<file path="src/rtl/afpm_pkg.sv">
`timescale 1ns / 1ps
`default_nettype none
package afpm_pkg;

	localparam int FRAC_BITS_DEF = 16;
	localparam int GAIN_FRAC     = 16;

	// register indexes
	localparam logic [2:0] REG_PROP_GAIN  = 3'd0;
	localparam logic [2:0] REG_INTEG_GAIN = 3'd1;
	localparam logic [2:0] REG_TGT_ROLL   = 3'd2;
	localparam logic [2:0] REG_TGT_PITCH  = 3'd3;
	localparam logic [2:0] REG_AX_OFS     = 3'd4;
	localparam logic [2:0] REG_AY_OFS     = 3'd5;
	localparam logic [2:0] REG_GX_OFS     = 3'd6;
	localparam logic [2:0] REG_GY_OFS     = 3'd7;

	// shared multiplier operation request
	typedef struct packed {
		logic signed [47:0] a;
		logic signed [47:0] b;
	} mul_req_t;

endpackage
`default_nettype wire

</file>
<file path="src/rtl/afpm_mul.sv">
`timescale 1ns / 1ps
`default_nettype none
// Shared signed multiplier; 48x48 operands split into 24-bit partial products,
// one product per cycle while busy; the result is ready when done is raised.
module afpm_mul
	import afpm_pkg::*;
(
	input  wire logic               clk,
	input  wire logic               arst_n,
	input  wire logic               start,
	input  wire mul_req_t           req,
	output logic                    done,
	output logic signed [95:0]      prod
);
	logic [47:0] ua_q, ub_q;
	logic        neg_q;
	logic [2:0]  step_q;
	logic        busy_q;
	logic [95:0] acc_q;
	logic [23:0] pa, pb;
	logic [47:0] pp;
	logic [95:0] pp_sh;

	// pick the partial product of this step
	always_comb begin
		pa = step_q[1] ? ua_q[47:24] : ua_q[23:0];
		pb = step_q[0] ? ub_q[47:24] : ub_q[23:0];
		pp = {24'd0, pa} * {24'd0, pb};
		pp_sh = {48'd0, pp} << (7'd24 * {5'd0, step_q[1]} + 7'd24 * {5'd0, step_q[0]});
	end

	// run four steps of partial products, then apply the sign
	always_ff @(posedge clk or negedge arst_n) begin
		if (!arst_n) begin
			busy_q <= 1'b0;
			step_q <= 3'd0;
			done   <= 1'b0;
		end else begin
			done <= 1'b0;
			if (start) begin
				busy_q <= 1'b1;
				step_q <= 3'd0;
			end else if (busy_q) begin
				step_q <= step_q + 3'd1;
				if (step_q == 3'd3) begin
					busy_q <= 1'b0;
					done   <= 1'b1;
				end
			end
		end
	end

	always_ff @(posedge clk) begin
		if (start) begin
			ua_q  <= req.a[47] ? 48'(-req.a) : req.a;
			ub_q  <= req.b[47] ? 48'(-req.b) : req.b;
			neg_q <= req.a[47] ^ req.b[47];
			acc_q <= '0;
		end else if (busy_q) begin
			acc_q <= acc_q + pp_sh;
		end
	end

	assign prod = neg_q ? -$signed(acc_q) : $signed(acc_q);

	ap_done_pulse: assert property (@(posedge clk) disable iff (!arst_n)
		done |=> !done) else $error("multiplier done held");
	ap_no_restart: assert property (@(posedge clk) disable iff (!arst_n)
		start |=> busy_q) else $error("multiplier did not start");
	ap_done_after: assert property (@(posedge clk) disable iff (!arst_n)
		done |-> $past(busy_q)) else $error("done without work");
endmodule
`default_nettype wire

</file>
<file path="config.mk">
export PLATFORM = sky130hd
export DESIGN_NAME = afpm_mul
export DESIGN_NICKNAME = d
export VERILOG_FILES = /design/src/rtl/afpm_pkg.sv /design/src/rtl/afpm_mul.sv
export SDC_FILE = /design/constraint.sdc
export NUM_CORES = 2
export LEC_CHECK = 0
export BUFFER_PORTS_ARGS = -buffer_cell sky130_fd_sc_hd__buf_2
export CORE_ASPECT_RATIO = 1.75
export CORE_UTILIZATION = 40
export DETAILED_ROUTE_END_ITERATION = 8
export GPL_TIMING_DRIVEN = 0
export HOLD_SLACK_MARGIN = 0.02
export PLACE_DENSITY = 0.52
export SLEW_MARGIN = 20
export SYNTH_ARGS = -nofsm -noshare
export SYNTH_HDL_FRONTEND = slang
export SYNTH_SLANG_ARGS = --single-unit
</file>
<file path="constraint.sdc">
create_clock -name clk -period 16 [get_ports clk]
set_input_delay 1.6 -clock clk [delete_from_list [all_inputs] [get_ports clk]]
set_output_delay 1.6 -clock clk [all_outputs]
set_load 0.05 [all_outputs]
</file>
# Word-level counts from Yosys, hierarchy flattened

Cells that the tools add are included.

Bits of input ports: 99
Output and inout bits: 97
Register bits: 198

Reduce and logical (&&, ||, !) cells: 1
$mul: 3
Equal/unequal tests: 1
Multiplexer cells: 13
Shift operators: 1
Bitwise operators: 1
$add $sub $neg: 6

Operators with widths:

| cell                                                 | number |
|---|---|
| adder 96 bit                                         | 1 |
| two-way mux 96 bit                                   | 1 |
| negation 48 bit                                      | 2 |
| negation 96 bit                                      | 1 |
| left shift 48 x 7 -> 96 bit                          | 1 |
| two-way mux 47 bit                                   | 2 |
| multiplier 24 x 24 -> 48 bit                         | 1 |
| two-way mux 24 bit                                   | 2 |
| adder 6 x 6 -> 7 bit                                 | 1 |
| multiplier 2 x 1 -> 3 bit (first input constant)     | 2 |
| two-way mux 1 bit                                    | 6 |
| two-way mux 3 bit                                    | 2 |
| adder 3 x 1 -> 3 bit (second input constant)         | 1 |
| equality test 3 x 2 -> 1 bit (second input constant) | 1 |
| nonzero test 2 bit                                   | 1 |
| bitwise XOR 1 bit                                    | 1 |

# Depth between registers and ports, before layout

Depth after elaboration: 4
Depth in mapped cells: 46
Mapped depth without buffers: 40

# Worst setup path before layout

OpenSTA, ideal clock, no wires.

Kind: register to register
From: register step_q[1]
To: register acc_q[94]
Setup slack: 4601 ps
Required time: 15938 ps
Setup time: 62 ps
Arrival: 11337 ps
Stages on the path, launching flop included: 41
Path through: dfrtp_1 -> clkbuf_1 -> clkbuf_1 -> clkbuf_1 -> mux2i_1 -> nor2_1 -> fa_1 -> fa_1 -> inv_1 -> fa_1 -> fa_1 -> inv_1 -> fa_1 -> fa_1 -> inv_1 -> fa_1 -> inv_1 -> ha_1 -> (+5 left out) -> o31a_1 -> a31oi_1 -> o21ai_0 -> xor2_1 -> mux4_2 -> a21o_1 -> ha_1 -> nand2_1 -> or4_1 -> nor3_1 -> and3_1 -> a22oi_1 -> a31oi_1 -> o21ai_0 -> a2111oi_0 -> nor2_1 -> or4_1 -> nand3_1

Word-level cells in the longest chain between the ends: 4
Elaborated cells between the ends (all ways): 6
Those cells by class: add/sub: 2; mul: 2; shift: 1; mux: 1

RTL lines:

| item                                                                        | RTL line                       | source |
|---|---|---|
| start: declaration                                                          | afpm_mul.sv:17                 | `logic [2:0] step_q;` |
| start signal: assignment                                                    | afpm_mul.sv:44                 | `step_q <= step_q + 3'd1;` |
| two-way mux 24 bit / multiplier 2 x 1 -> 3 bit (equally long branches)      | afpm_mul.sv:26, afpm_mul.sv:29 |  |
| multiplier 24 x 24 -> 48 bit / adder 6 x 6 -> 7 bit (equally long branches) | afpm_mul.sv:28, afpm_mul.sv:29 |  |
| left shift 48 x 7 -> 96 bit (*)                                             | afpm_mul.sv:29                 | `pp_sh = {48'd0, pp} << (7'd24 * {5'd0, step_q[1]} + 7'd24 * {5'd0, step_q[0]});` |
| adder 96 bit (*)                                                            | afpm_mul.sv:60                 | `acc_q <= acc_q + pp_sh;` |
| end signal: assignment                                                      | afpm_mul.sv:60                 |  |
| end: declaration                                                            | afpm_mul.sv:19                 | `logic [95:0] acc_q;` |

Mark *: on every way between the ends. The rest lies on a longest branch, timed or not.
A chain may end at the register's enable or synchronous reset.

# Final worst setup path

Same ends and word-level chain as after synthesis.

==> run metrics <==
Worst Tran Pin Value approximately 1.2 ns; largest net degree at the start of global routing between 60 and 70; placed instance area between 40000 and 50000 um2; synthesis warning total 0; 1st-iter DRT viols between 2000 and 2500; CTS max path bufs 2; setup TNS 0 ns; Most common cell on crit path fa_1; IO buf count slightly below 200; ranking of synthesized cells by area fa_1, ha_1, edfxtp_1; Async SR Flop Fraction under 10%; vias about 34000; RR Startpoint step_q[1]; reg2reg setup slack ~0.23 ns; synthesized instance count 4537; ANT cells 0; Max Cap Viol 0; Cell variety after synth roughly 80; All-Layer GR Usage between 30% and 40%; top-count cell post-synth inv_1; post-route DRC violation count 24; CTS clk-pin slew, worst paths around 0.090 ns; Worst Setup Start Kind register; pre-CTS WS -0.463 ns; Post-synth EDFFs 97; worst hold path type reg -> reg; Fmax ~0.063 GHz; vias in the first global route 36111; H-tree Lvls 4; worst hold slack 0.551 ns; unrepaired setup endpoints after global routing no; gr ovfl total 0; Die ar. about 95000 um2; Sink Count about 200; Routed WL 167 mm; crit-path max cell delay between 0.8 and 0.9 ns; final worst path period share a little over nine tenths; largest fanout on the critical path 10; WL per Instance around 28 um; post-route cell area 40900 um2; Tmin final roughly 16 ns; cell row count 148; CTS tree built; CTS Buf Count 17; Vias per Instance between 5 and 6; worst rel slew slack 18.7%; Top FF cell, synth edfxtp_1; Final nets 5619; Synth top cells by count inv_1, nand2_1, nor2_1; Top Ports around 200; Layout Skew approximately 0.019 ns; first-pass GRT wire length about 240 mm; clk_lat worst skew 0.57 ns; Final setup viols 0; DP HPWL around 140 mm; post-synth top area share about a quarter; crit path capture type register; sequential fraction of the synthesis area a little over an eighth; ratio of cells with drive above 1 in the final layout under 10%; status finished, violations left; critical path class reg -> reg; Final Hold Viols 0; Arr. time, crit path ~16 ns; min-delay src acc_q[41]; Initial Util between 40% and 50%; initial antenna violation count 2; Mean Syn Cell Area 8.27 um2; Die H 407 um; Root Driver clkbuf_16; Hold Path Sink acc_q[41]; Layout area overhead 8.95%; fillcell total approximately 10000; Post-CTS Setup Bufs 0; failing checks design-rule violations; Syn Std Cell Area 37500 um2; Routed Antenna Nets 0; Slew Viols, Final 0; Hold Crit Depth 2; core area about 93000 um2; post-synthesis net count between 5000 and 6000; R2R cell count 40; Crit path required time ~17 ns; GPL Wtd Cong 1.00; dominant cell type by area after synthesis fa_1; worst setup margin 0.232 ns; #FFs+latches synth around 200; Die Span X between 200 and 250 um; CP max stage cell clkbuf_1; Pre-antenna DRT Iters 9; worst r2r dst acc_q[94]
layout make-up:
cell class                      count  area [um2]  share of cell area, %
Tap cell                         1200        1500                   3.67
Clock inverter                     15         129                  0.315
Clock buffer                       17         425                   1.04
Sequential cell                   198        4960                   12.1
Multi-Input combinational cell   3499       29600                   72.3
Timing Repair Buffer              205        1110                   2.72
Buffer                            225         877                   2.14
Inverter                          615        2310                   5.64
flip-flops by register name, summed over array words and instances, names as in the netlist:
register and count:
done 1, acc_q 96, ub_q 48, step_q 3
ua_q 48, busy_q 1, neg_q 1
placed cells by master, fill, tap and decap left out, types with 17 or more instances in the layout:
cell type and count:
xor2_1 68, clkbuf_1 194, edfxtp_1 97, and3_1 28
or3_1 42, a21boi_0 17, or4_1 29, a31oi_1 25
a21oi_1 188, mux2_2 59, buf_2 193, o21bai_1 32
nor2b_1 20, nand2b_1 43, a21o_1 83, nor3_1 47
inv_1 613, and2_1 43, ha_1 276, a211oi_1 20
o21a_1 17, nand3_1 57, mux2i_2 20, nor2_1 501
o21ai_0 203, o41ai_1 27, fa_1 483, clkbuf_2 18
mux2i_1 112, clkbuf_16 17, xnor2_1 241, dfxtp_1 96
nand2_1 532, or2_2 18, o31ai_1 57, nand4_1 41
logic make-up (layout without fill, tap and decap cells):
group / after synthesis / count (layout) / synth area share [%]
buf+inv: 840 / 1077 / 8.41
fa+ha+maj: 759 / 759 / 35.0
xor+xnor: 309 / 309 / 7.21
compound gates: 786 / 786 / 13.4
mux: 200 / 200 / 5.63
flops: 198 / 198 / 13.2
simple gates: 1445 / 1445 / 17.2
metal layers:
metal	wire length [um]	part of all wire, %	GRT usage [%]	up-vias
li1	-	-	-	15422
met1	54400	33	33.8	16907
met2	86300	52	64.6	1193
met3	6670	4.0	4.61	536
met4	19200	12	34.2	2
met5	13	0.0078	0	-
repair_timing:
| item | in CTS | in global routing |
|---|---|---|
| resized for setup | 5 | 44 |
| hold buffers | 0 | 0 |
| setup endpoints to repair | 4 | 10 |
per-stage QoR:
stage          util (%)  cells
5_1_grt            44.0   5974
4_1_cts            43.9   5974
6_report           44.0   5974
3_5_place_dp       43.3   5942
3_3_place_gp       43.0   5931
2_1_floorplan         -   4537
how the worst max path moves through the flow:
stage	to	slack, ns	depth (start not counted)	startpoint
2_1_floorplan	acc_q[94]	4.60	40	step_q[1]
3_3_place_gp	acc_q[94]	-0.63	41	step_q[1]
3_5_place_dp	acc_q[94]	-0.46	42	step_q[1]
4_1_cts	acc_q[95]	0.002	41	step_q[1]
5_1_grt	acc_q[94]	0.0002	40	step_q[1]
6_report	acc_q[94]	0.23	40	step_q[1]
worst max-delay path, delay by kind of cell (launching register included):
family	cells	cell delay, ns
multiplexers	2	0.99
flip-flops	1	0.53
AO/OA/AOI/OAI	11	4.02
adder cells (fa/ha/maj)	9	4.50
buffers and inverters	8	2.64
AND/OR/NAND/NOR	9	2.44
XOR/XNOR	1	0.55
Power is not shown: default switching activity piles up to over one toggle a cycle in this logic, so the estimate is an artifact.
